$ cat src/rtl/cholesky_decomposition_macros.svh
// Assertion macros for the Cholesky block
`ifndef CHOLESKY_DECOMPOSITION_MACROS_SVH
`define CHOLESKY_DECOMPOSITION_MACROS_SVH

// implication checked on every clock edge out of reset
`define CHD_ASSERT_IMP(label, clk, rst_n, ante, cons) \
    label: assert property (@(posedge clk) disable iff (!rst_n) (ante) |-> (cons)) \
        else $error("assertion failed");

// implication checked on the clock after the antecedent
`define CHD_ASSERT_NEXT(label, clk, rst_n, ante, cons) \
    label: assert property (@(posedge clk) disable iff (!rst_n) (ante) |=> (cons)) \
        else $error("assertion failed");

`endif

$ cat src/rtl/chd_pkg.sv
package chd_pkg;
    localparam int MAX_SIZE  = 8;
    localparam int FRAC_BITS = 24;
    localparam int IDX_W     = 3;
    localparam int CELLS     = MAX_SIZE * MAX_SIZE;
    localparam int ADDR_W    = 6;
    localparam int ACC_W     = 48;

    typedef logic [IDX_W-1:0]  idx_t;
    typedef logic [ADDR_W-1:0] addr_t;

    typedef enum logic [1:0]
    {
        OP_SQRT = 2'd0,
        OP_DIV  = 2'd1
    } op_t;

    typedef struct packed
    {
        logic        start;
        op_t         op;
        logic [55:0] num;
        logic [31:0] den;
    } cu_req_t;

    typedef struct packed
    {
        logic        done;
        logic [31:0] res;
    } cu_rsp_t;

    function automatic addr_t cell_addr(idx_t r, idx_t c);
        return {r, c};
    endfunction
endpackage

$ cat src/rtl/chd_root_div.sv
module chd_root_div
(
    input  logic              clk,
    input  logic              rst_n,
    input  chd_pkg::cu_req_t  req,
    output chd_pkg::cu_rsp_t  rsp
);
    import chd_pkg::*;

    // Shared bit-serial unit: restoring square root (2 bits per step, 28 steps)
    // or restoring division (1 quotient bit per step, 56 steps).
    logic        busy_reg;
    op_t         op_reg;
    logic [5:0]  cnt_reg;
    logic [55:0] num_reg;
    logic [31:0] den_reg;
    logic [57:0] rem_reg;
    logic [56:0] q_reg;
    logic        done_reg;

    logic [57:0] trial;
    logic [57:0] rem_sh;
    logic        ge;

    always_comb
    begin
        if (op_reg == OP_SQRT)
        begin
            rem_sh = {rem_reg[55:0], num_reg[55:54]};
            trial  = {q_reg[55:0], 2'b01};
        end
        else
        begin
            rem_sh = {rem_reg[56:0], num_reg[55]};
            trial  = {26'd0, den_reg};
        end
        ge = rem_sh >= trial;
    end

    always_ff @(posedge clk or negedge rst_n)
    begin
        if (!rst_n)
        begin
            busy_reg <= 1'b0;
            done_reg <= 1'b0;
            cnt_reg  <= '0;
        end
        else
        begin
            done_reg <= 1'b0;
            if (req.start)
            begin
                busy_reg <= 1'b1;
                cnt_reg  <= (req.op == OP_SQRT) ? 6'd27 : 6'd55;
            end
            else if (busy_reg)
            begin
                if (cnt_reg == 6'd0)
                begin
                    busy_reg <= 1'b0;
                    done_reg <= 1'b1;
                end
                cnt_reg <= cnt_reg - 6'd1;
            end
        end
    end

    always_ff @(posedge clk)
    begin
        if (req.start)
        begin
            op_reg  <= req.op;
            num_reg <= req.num;
            den_reg <= req.den;
            rem_reg <= '0;
            q_reg   <= '0;
        end
        else if (busy_reg)
        begin
            if (op_reg == OP_SQRT)
                num_reg <= {num_reg[53:0], 2'b00};
            else
                num_reg <= {num_reg[54:0], 1'b0};
            rem_reg <= ge ? rem_sh - trial : rem_sh;
            q_reg   <= {q_reg[55:0], ge};
        end
    end

    always_comb
    begin
        rsp.done = done_reg;
        if (op_reg == OP_DIV && q_reg >= 57'h1_0000_0000)
            rsp.res = 32'h8000_0000;
        else
            rsp.res = q_reg[31:0];
    end
endmodule

$ cat config.mk
export PLATFORM = sky130hd
export DESIGN_NAME = chd_root_div
export DESIGN_NICKNAME = d
export VERILOG_FILES = /design/src/rtl/cholesky_decomposition_macros.svh /design/src/rtl/chd_pkg.sv /design/src/rtl/chd_root_div.sv
export SDC_FILE = /design/constraint.sdc
export NUM_CORES = 1
export LEC_CHECK = 0
export BUFFER_PORTS_ARGS = -buffer_cell sky130_fd_sc_hd__buf_2
export CORE_AREA = 2 2 244 150
export DETAILED_ROUTE_END_ITERATION = 8
export DIE_AREA = 0 0 246 152
export REMOVE_ABC_BUFFERS = 1
export SETUP_SLACK_MARGIN = 0.3
export SKIP_CTS_REPAIR_TIMING = 1
export SLEW_MARGIN = 20
export SYNTH_ARGS = -nofsm -noshare
export SYNTH_HDL_FRONTEND = slang
export SYNTH_SLANG_ARGS = --single-unit
$ cat constraint.sdc
create_clock -name clk -period 12.9 [get_ports clk]
set_input_delay 2.58 -clock clk [delete_from_list [all_inputs] [get_ports clk]]
set_output_delay 2.58 -clock clk [all_outputs]
set_load 0.1 [all_outputs]
### After elaboration in Yosys (flattened, before gate mapping)

Index checks and enable logic that the tools add are counted.

| storage, ports and cells | value |
|---|---|
| bits in registers | 212 |
| output and inout bits | 33 |
| word-level logic and storage cells | 34 |

| cells by class | value |
|---|---|
| add/sub/neg operators | 2 |
| $lt $le $gt $ge | 2 |
| equality and inequality tests | 1 |
| muxes and demuxes | 16 |
| reduce and logical (&&, ||, !) cells | 5 |

Operators by type and width:

| kind | count |
|---|---|
| $mux 56 | 3 |
| $mux 58 | 2 |
| $ge 58x58->1 | 1 |
| $ge 57x33->1 const B | 1 |
| $mux 57 | 1 |
| $sub 57x57->57 | 1 |
| $mux 32 | 1 |
| $mux 6 | 3 |
| $logic_not 6->1 | 1 |
| $mux 1 | 6 |
| $sub 6x1->6 const B | 1 |
| $logic_not 2->1 | 2 |
| $eq 2x1->1 const B | 1 |
| $reduce_bool 2->1 | 1 |
| $logic_and 1x1->1 | 1 |

### Longest topological paths before layout

| logic depth | value |
|---|---|
| depth in word-level cells | 4 |
| depth in mapped cells | 20 |
| mapped depth without buffers | 14 |

### Least setup slack after synthesis

No wires, ideal clock.

| timing path | value |
|---|---|
| path kind | register to register |
| from | register op_reg[0] |
| to | register rem_reg[37] |
| setup time | 0.122 ns |
| arrival | 4.765 ns |
| required time | 12.778 ns |
| setup slack | 8.013 ns |
| stages on the path, launching flop included | 19 |
| path buffers | 7 |
| clock period less this slack | 4.887 ns |
| cell sequence | edfxtp_1 nor2_1 buf_1 buf_1 clkbuf_1 buf_1 mux2i_1 ha_1 buf_2 a21oi_4 o21ai_2 a2111oi_4 nand3_2 a2111oi_4 o21ai_4 o21a_1 buf_6 buf_6 o311a_1 |

| on the way | value |
|---|---|
| cells in the longest elaborated chain, start to end | 4 |
| elaborated cells between the ends (all ways) | 6 |

Ends and longest elaborated chain:

| what | RTL line | source |
|---|---|---|
| start: declaration | chd_root_div.sv:13 | `op_t op_reg;` |
| start signal: assignment | chd_root_div.sv:72 | `op_reg <= req.op;` |
| $logic_not 2->1 * | chd_root_div.sv:27 | `if (op_reg == OP_SQRT)` |
| $mux 58 | chd_root_div.sv:27 |  |
| $sub 57x57->57 or $ge 58x58->1 (tied branches) | chd_root_div.sv:84, chd_root_div.sv:37 |  |
| $mux 57 * | chd_root_div.sv:84 | `rem_reg <= ge ? rem_sh - trial : rem_sh;` |
| end signal: assignment | chd_root_div.sv:84 |  |
| end: declaration | chd_root_div.sv:17 | `logic [57:0] rem_reg;` |

Mark *: on every way between the ends. The rest lies on a longest branch, timed or not.
A chain may end at the register's enable or synchronous reset.

### Final worst setup path

| timing path | value |
|---|---|
| from | register op_reg[0] |
| to | register rem_reg[45] |

Same word-level chain as after synthesis.

==> Flow_metrics.wiki <==
{| class="wikitable"
! Metric !! Value
|-
| Run status || complete, no violations
|-
| Die extent in y || 152 um
|-
| Final clock period utilization by the worst path || a little under half
|-
| Terminus of the critical flop-to-flop path || rem_reg[45]$_SDFFE_PP0P_
|-
| Crit Reg-Reg Startpoint || op_reg[0]$_DFFE_PP_
|-
| Diode count || 0
|-
| Count of distinct cell types in the synthesized netlist || a little under 80
|-
| Port bufs || approximately 130
|-
| RSZ-0062 raised after global routing || no
|-
| Clk pin slew, worst setup/hold paths || 0.06 ns
|-
| CP Class || register to register
|-
| Relative contribution of combinational cells to total power || between 50% and 60%
|-
| Worst setup slack after placement || between 6 and 7 ns
|-
| Final worst path period need || ~6.0 ns
|-
| Most used DFF post-synth || sky130_fd_sc_hd__dfxtp_1
|-
| DR DRC count || 0
|-
| Area of all placed cells without fillers || between 15000 and 20000 um^2
|-
| Top library cells by usage in the layout, fill and taps aside || sky130_fd_sc_hd__nand2_1, sky130_fd_sc_hd__nor2_1, sky130_fd_sc_hd__mux2i_1
|-
| EDFF count, synth || 90
|-
| Number of vias after detailed routing || roughly 11000
|-
| Clock root cell || sky130_fd_sc_hd__clkbuf_16
|-
| Clock buffers created by TritonCTS || 23
|-
| Kind of end point of the critical path || register
|-
| Residual antenna-violating net count after detailed routing || 0
|-
| Number of cells on the worst hold path || 2
|-
| Clock H-tree levels || 1
|-
| Timing startpoint of the critical path || op_reg[0]$_DFFE_PP_
|-
| Sw power || approximately 1.4 mW
|-
| Count of routing violations after the opening detailed-route iteration || around 930
|-
| Least-Margin Pin Slew || 0.938 ns
|-
| Count of pins over their slew limit || 0
|-
| Cell Count, Final, Fillers Out || approximately 2100
|-
| Vias in the first global route || 10800
|-
| Nets || 1743
|-
| Post-route worst setup slack || 6.88 ns
|-
| Core Area || around 35000 um^2
|-
| Final Total Pwr || between 3 and 4 mW
|-
| Max-cap violation count || 0
|-
| Worst hold margin || slightly below 0.5 ns
|-
| IR Drop Worst-Case VDD || approximately 180 uV
|-
| Number of clock sinks seen by CTS || 212
|-
| Max FO, Critical Path || between 60 and 70
|-
| Relative max-transition margin || 37.4%
|-
| Clock Power Share || about a fifth
|-
| Switching Fraction || roughly 43%
|-
| Max Root-Sink Buffers || 3
|-
| DR pass1 iterations || 5
|-
| Global routing usage summed across all routing layers || 18.6%
|-
| Layout area overhead || 11.1%
|-
| Initial antenna violation count || 0
|-
| Share of cells above drive strength 1 || between 10% and 20%
|-
| Die Area || ~37000 um^2
|-
| Yosys reg bits || about 210
|-
| Sequential cell fraction of total power || about a quarter
|-
| Area of placed instances || 14700 um^2
|-
| Arrival time at the worst endpoint || 6.43 ns
|-
| DIE WIDTH || ~250 um
|-
| Setup Viol. Count Final || 0
|-
| Global-route wire length before repair || between 50 and 60 mm
|-
| Detailed placer's ending HPWL || ~25 mm
|-
| RD Place Congestion || slightly below 0.9
|-
| Critical Path End || rem_reg[45]$_SDFFE_PP0P_
|-
| Most frequent standard cell in the layout excluding fill and tap cells || sky130_fd_sc_hd__nand2_1
|-
| Utilization of the core after routing || between 40% and 50%
|-
| Post-Syn Instances || 1537
|-
| Number of failing hold endpoints at the final stage || 0
|-
| Final global-route overflow total || 0
|-
| Num rows || 54
|-
| Endpoint required time on the critical path || 13.32 ns
|-
| Flop-to-flop setup slack || between 6 and 7 ns
|-
| CTS tree || built
|-
| Cell area after synthesis || approximately 14000 um^2
|-
| Synthesized area divided by synthesized cell count || roughly 9 um^2
|-
| Initial Util || between 30% and 40%
|-
| Cell Int Power || ~1.8 mW
|-
| Largest net degree at the start of global routing || 100
|-
| Number of warnings printed during yosys synthesis || 0
|-
| Worst Reg-to-Reg Cells || 15
|-
| Routed wirelength normalized by instance count || approximately 17 um
|-
| Worst min path class || register to register
|-
| Max Clock Freq || about 170 MHz
|-
| Average vias per placed instance || 5.49
|-
| P per Cell Area || between 200 and 250 nW/um^2
|-
| Clock insertion delay at the later pin of the skew report || approximately 0.54 ns
|-
| Total Neg Setup Slack || 0 ns
|-
| Number of placed cells counting well taps || ~2000
|-
| Max Clock Skew || 0.0202 ns
|-
| Proportion of register bits with asynchronous set or reset after synthesis || ~3.8%
|-
| # IOs || 126
|-
| Seq/Total Area, Yosys || between 30 and 40%
|-
| Wire length after detailed routing || between 30 and 40 mm
|-
| Worst setup SP type || register
|-
| Leakage power of the design || about 6.6 nW
|}
[Yosys cell counts (31+ instances only)]
| master | count | area share (%) |
|---|---|---|
| sky130_fd_sc_hd__nand2_1 | 230 | 6.2 |
| sky130_fd_sc_hd__nor2_1 | 154 | 4.2 |
| sky130_fd_sc_hd__mux2i_1 | 147 | 11 |
| sky130_fd_sc_hd__dfxtp_1 | 114 | 16 |
| sky130_fd_sc_hd__o21ai_0 | 105 | 3.8 |
| sky130_fd_sc_hd__edfxtp_1 | 90 | 19 |
| sky130_fd_sc_hd__clkbuf_1 | 70 | 1.9 |
| sky130_fd_sc_hd__a21oi_1 | 63 | 2.3 |
| sky130_fd_sc_hd__ha_1 | 60 | 5.4 |
| sky130_fd_sc_hd__mux2_2 | 51 | 4.1 |
| sky130_fd_sc_hd__and2_1 | 35 | 1.6 |
| sky130_fd_sc_hd__a311oi_1 | 31 | 2.0 |
[worst max-delay path, stage by stage, from the launching register on]
cell and delay, ns:
sky130_fd_sc_hd__edfxtp_1 0.46, sky130_fd_sc_hd__nor2_4 0.15, sky130_fd_sc_hd__buf_4 0.57, sky130_fd_sc_hd__buf_4 0.78, sky130_fd_sc_hd__mux2_2 0.43, sky130_fd_sc_hd__ha_1 0.47
sky130_fd_sc_hd__nand4_1 0.19, sky130_fd_sc_hd__o211ai_1 0.14, sky130_fd_sc_hd__a21oi_1 0.16, sky130_fd_sc_hd__nor4b_2 0.49, sky130_fd_sc_hd__a2111oi_4 0.18, sky130_fd_sc_hd__o21ai_4 0.24
sky130_fd_sc_hd__o21a_2 0.59, sky130_fd_sc_hd__buf_4 0.50, sky130_fd_sc_hd__o32ai_1 0.18, sky130_fd_sc_hd__a31o_2 0.25
[power by group through the flow]
stage | logic (mW) | clock network [mW] | registers [mW]
finish | 1.73 | 0.636 | 0.862
global route | 1.90 | 0.683 | 0.872
CTS | 1.70 | 0.654 | 0.860
detailed placement | 1.69 | 0 | 0.874
global placement | 1.68 | 0 | 0.872
floorplan | 1.31 | 0 | 0.852
[kinds of logic after synthesis]
group	after synthesis	synth area share [%]
XOR/XNOR	49	3.09
flip-flops	212	37.4
AND/OR/NAND/NOR	534	17.2
multiplexers	198	14.8
adder cells (fa/ha/maj)	61	5.56
AO/OA/AOI/OAI	350	17.8
buffers and inverters	133	4.29
[layout make-up]
class,count,area (um^2)
clock buffer,29,608
sequential,212,5190
clock inverter,13,98.8
inverter,22,82.6
multi-input combinational,1192,8100
fill,3453,20100
tap,476,596
timing repair buffer,138,732
[worst min path at each step]
stage	start	endpoint	slack, ns
global placement	rem_reg[56]$_SDFFE_PP0P_	rem_reg[56]$_SDFFE_PP0P_	0.47
floorplan	rem_reg[56]$_SDFFE_PP0P_	rem_reg[56]$_SDFFE_PP0P_	0.45
detailed placement	rem_reg[56]$_SDFFE_PP0P_	rem_reg[56]$_SDFFE_PP0P_	0.48
CTS	rem_reg[56]$_SDFFE_PP0P_	rem_reg[56]$_SDFFE_PP0P_	0.49
finish	rem_reg[56]$_SDFFE_PP0P_	rem_reg[56]$_SDFFE_PP0P_	0.48
global route	rem_reg[43]$_SDFFE_PP0P_	rem_reg[43]$_SDFFE_PP0P_	0.51
[per-layer routing]
layer / GRT usage (%) / wire, um / up-vias
met4: 3.12 / 512 / 0
met5: 0 / 0 / -
met3: 2.83 / 1780 / 29
li1: - / - / 5696
met1: 29.8 / 18800 / 5447
met2: 26.0 / 14400 / 251
Note: power is estimated with default switching activity, not from simulation.
